==> src/swm_pkg.sv <==
package swm_pkg;

    // Width of one sample and of the median.
    localparam int DATA_W = 32;
    // Width of the window size register.
    localparam int WSIZE_W = 6;
    // Window size after reset.
    localparam logic [WSIZE_W-1:0] WSIZE_RESET = 6'd3;

    // What a cell hands combinationally to its right neighbor. value and valid
    // give the entry that this position holds once the oldest sample has been
    // taken out. greater is set when that entry is empty or above the new
    // sample. removed is set when the sample being dropped sits at or left of
    // this position.
    typedef struct packed {
        logic signed [DATA_W-1:0] value;
        logic                     valid;
        logic                     greater;
        logic                     removed;
    } link_t;

endpackage

==> src/swm_cell.sv <==
module swm_cell #(
    parameter int AW = 5
) (
    input  logic                             clk,
    input  logic                             rst_n,
    input  logic                             load,
    input  logic                             clear,
    input  logic                             start,
    input  logic                             full,
    input  logic [AW-1:0]                    rm_age,
    input  logic signed [swm_pkg::DATA_W-1:0] sample,
    input  swm_pkg::link_t                   left,
    input  logic [AW-1:0]                    left_age,
    input  logic signed [swm_pkg::DATA_W-1:0] right_value,
    input  logic [AW-1:0]                    right_age,
    input  logic                             right_valid,
    output swm_pkg::link_t                   link,
    output logic [AW-1:0]                    link_age,
    output logic signed [swm_pkg::DATA_W-1:0] value,
    output logic [AW-1:0]                    age,
    output logic                             valid
);

    logic signed [swm_pkg::DATA_W-1:0] value_reg, value_next;
    logic [AW-1:0]                     age_reg, age_next;
    logic                              valid_reg, valid_next;
    logic                              own_valid;
    logic                              match;

    // A new sequence makes every stored entry count as empty for this beat.
    assign own_valid = valid_reg && !start;
    assign match     = full && own_valid && (age_reg == rm_age);

    always_comb
    begin
        link.removed = left.removed || match;
        if (link.removed)
        begin
            link.value = right_value;
            link_age   = right_age;
            link.valid = right_valid && !start;
        end
        else
        begin
            link.value = value_reg;
            link_age   = age_reg;
            link.valid = own_valid;
        end
        link.greater = !link.valid || (link.value > sample);
    end

    always_comb
    begin
        if (left.greater)
        begin
            value_next = left.value;
            age_next   = left_age + AW'(1);
        end
        else if (link.greater)
        begin
            value_next = sample;
            age_next   = '0;
        end
        else
        begin
            value_next = link.value;
            age_next   = link_age + AW'(1);
        end
        valid_next = left.valid;
    end

    always_ff @(posedge clk or negedge rst_n)
    begin
        if (!rst_n)
        begin
            valid_reg <= 1'b0;
        end
        else if (clear)
        begin
            valid_reg <= 1'b0;
        end
        else if (load)
        begin
            valid_reg <= valid_next;
        end
    end

    always_ff @(posedge clk)
    begin
        if (load)
        begin
            value_reg <= value_next;
            age_reg   <= age_next;
        end
    end

    assign value = value_reg;
    assign age   = age_reg;
    assign valid = valid_reg;

endmodule

==> config.mk <==
export PLATFORM = sky130hd
export DESIGN_NAME = swm_cell
export DESIGN_NICKNAME = d
export VERILOG_FILES = /design/src/swm_pkg.sv /design/src/swm_cell.sv
export SDC_FILE = /design/constraint.sdc
export NUM_CORES = 1
export LEC_CHECK = 0
export ABC_AREA = 0
export BUFFER_PORTS_ARGS = -buffer_cell sky130_fd_sc_hd__buf_4
export CAP_MARGIN = 20
export CORE_MARGIN = 8
export CORE_UTILIZATION = 45
export CTS_BUF_LIST = sky130_fd_sc_hd__clkbuf_16
export DETAILED_ROUTE_END_ITERATION = 10
export PLACE_DENSITY = 0.85
export SLEW_MARGIN = 20
export SYNTH_ARGS = -nofsm -noshare
export SYNTH_HDL_FRONTEND = slang
export SYNTH_SLANG_ARGS = --single-unit
==> constraint.sdc <==
create_clock -name clk -period 5.25 [get_ports clk]
set_input_delay 0.2625 -clock clk [delete_from_list [all_inputs] [get_ports clk]]
set_output_delay 0.2625 -clock clk [all_outputs]
set_load 0.01 [all_outputs]
==> metrics.yaml <==
sta:
  setup_slack_ns: 0.235
  final-hold-violation-count: 0
  setup_tns_ns: 0
  setup_viol: 0
  fin_worst_skew_ns: 0.00510
  rsz0062_at_grt: "false"
  relSlewSlack: 0.512
  fin_crit_sh: 0.955
  worst-slew-pin-transition_ns: 0.725
  fmax_mhz: 199
  maxSlewViolCount: 0
  fin_crit_ns: 5.02
clock_network:
  cts_made_buffers: 5
  cts_tree: "built"
  post-cts-setup-buffers: 0
  clk_path_buf_depth: 2
  insertion_delay_ns: 0.28
  path_clk_slew_ns: 0.06
  clock_sinks: 38
  cts_root_buf: "clkbuf_16"
  htree_levels: 2
route:
  wl_mm: 11.6
  antenna_left: 0
  vias_per_cell: 5.35
  drt_iter0_drc: 127
  drc: 0
  dr_total_vias: 3473
  drtPass1Iterations: 4
  avgRoutedWirePerCell_um: 17.9
worst_hold_path:
  hold_depth: 2
  hold_end: "valid"
  hold_class: "in2reg"
  hold_start: "clear"
critical_path:
  r2r_start: "age[3]"
  r2r_cells: 14
  reg2reg_slack_ns: 0.34
  cp.arrival_ns: 4.75
  r2r_end: "value[7]"
  cp-end-kind: "output pin"
  critical_path_required_ns: 4.99
  startpoint_type: "register"
  worstPathMaxFanout: 26
  worstSetupPathType: "reg2out"
synth:
  synth.cell_area_sq_um: 3430
  async_flop_share: 0.0263
  synth_ff_type: "edfxtp_1"
  ys_warn_count: 0
  syn_nets: 508
  syn_inst: 353
  ys_ff_latch: 38
  synth.distinct_cells: 39
  ys_seq_area_frac: 0.331
  synth_edf_count: 37
  synth.avg_cell_area_sq_um: 9.73
place:
  gp_congestion: 0.908
  io_buffers: 198
  dp_hpwl_mm: 9.41
  placed_area_sq_um: 4970
  place_ws_ns: 0.410
floorplan:
  initial_core_util: 0.454
  die-width_um: 103
  die_h_um: 103
  dieArea_sq_um: 10700
  rows: 32
  coreArea_sq_um: 7570
  io_pins: 199
global_route:
  grt-ovfl-total: 0
  antenna_found_initial: 0
  grt_pass1_wl_mm: 17.7
  grt_max_degree: 75
  grt_pass1_vias: 3873
  grtUsageTotal: 0.209
finish:
  fin_area_sq_um: 5120
  layout_common_cells: "buf_4, nand2_1, mux2_2, edfxtp_1, inv_1"
  final_common_cell: "buf_4"
  drive_gt1_frac: 0.455
  layout.nets: 701
  antennaDiodeCount: 0
  area_delta_synth_final_pct: 49.1
  largest_register_ffs: 32
power_and_ir_drop:
  powerDensity_nw_per_um2: 212
  leakage_uw: 0.00241
  peakVddDrop_v: 0.000113
run_status:
  outcome: "complete, no violations"
job:
  drv_cap: 0
[worst max path at each step]
stage,start,endpoint,cells after the start
final,age[3],link[1],14
after detailed placement,age[3],value[7],14
after CTS,age[3],link[1],14
after floorplan,age[3],value[25],15
after global placement,age[3],value[7],14
after global routing,age[3],link[1],14
[cell usage after synthesis, types with 2 or more instances]
cell | n | share of area
edfxtp_1 | 37 | 0.32
nand4_1 | 8 | 0.015
nand3_1 | 7 | 0.010
mux2i_1 | 33 | 0.096
xnor2_1 | 4 | 0.010
buf_2 | 4 | 0.0058
o21ai_1 | 28 | 0.041
o21a_1 | 2 | 0.0044
nor3_1 | 2 | 0.0029
ha_1 | 34 | 0.12
nand2_1 | 46 | 0.050
nor2_1 | 6 | 0.0066
nor3b_1 | 2 | 0.0044
o2bb2ai_1 | 2 | 0.0051
buf_12 | 3 | 0.017
mux2_2 | 37 | 0.12
o211ai_1 | 2 | 0.0044
o31ai_2 | 2 | 0.0073
o21ai_0 | 13 | 0.019
clkbuf_1 | 8 | 0.0087
a21oi_1 | 15 | 0.022
inv_1 | 35 | 0.038
xor2_1 | 7 | 0.018
[metrics by stage]
stage | util | cells | total power [uW] | hold WS (ns)
after floorplan | - | 353 | 597 | -0.0331
after global placement | 0.657 | 640 | 784 | 0.0377
after detailed placement | 0.657 | 640 | 797 | 0.0382
after CTS | 0.676 | 649 | 1090 | 0.122
after global routing | 0.676 | 649 | 1140 | 0.137
final | 0.676 | 649 | 1080 | 0.127
[power breakdown]
group	switching (uW)	internal, uW
sequential	15.8	364
combinational	197	214
clock	121	171
[repair_timing]
item,in CTS,in global routing
gates resized for setup,0,0
hold buffers,1,0
endpoints found under the hold margin,1,0
setup endpoints to repair,0,0
[critical path, cell delays in order, from the launching register on]
cell,delay [ns]
edfxtp_1,0.46
xor2_1,0.18
nor4_1,0.62
a31oi_4,0.41
buf_4,0.36
mux2_2,0.35
ha_1,0.32
nand4_1,0.20
nor4_2,0.35
nand3_1,0.14
nor3b_1,0.19
a211oi_4,0.26
buf_4,0.39
inv_6,0.06
buf_4,0.15
[logic make-up after synthesis]
| group | share of synthesized area |
|---|---|
| compound gates | 0.119 |
| xor+xnor | 0.0281 |
| fa+ha+maj | 0.124 |
| buf+inv | 0.0762 |
| flops | 0.331 |
| mux | 0.218 |
| simple gates | 0.105 |
[layer usage]
metal,global-route usage,vias up,part of all wire
li1,-,1659,-
met1,0.229,1633,0.38
met5,0,-,0
met4,0.0634,0,0.015
met2,0.376,167,0.51
met3,0.0649,14,0.096
[layout make-up]
class	count	area (sq um)
Sequential cell	38	1140
Multi-Input combinational cell	263	2060
Tap cell	102	128
Clock buffer	5	125
Clock inverter	3	11.3
Fill cell	622	2450
Timing Repair Buffer	202	1520
Inverter	36	140
No activity file was read; power rests on OpenSTA's default activity.
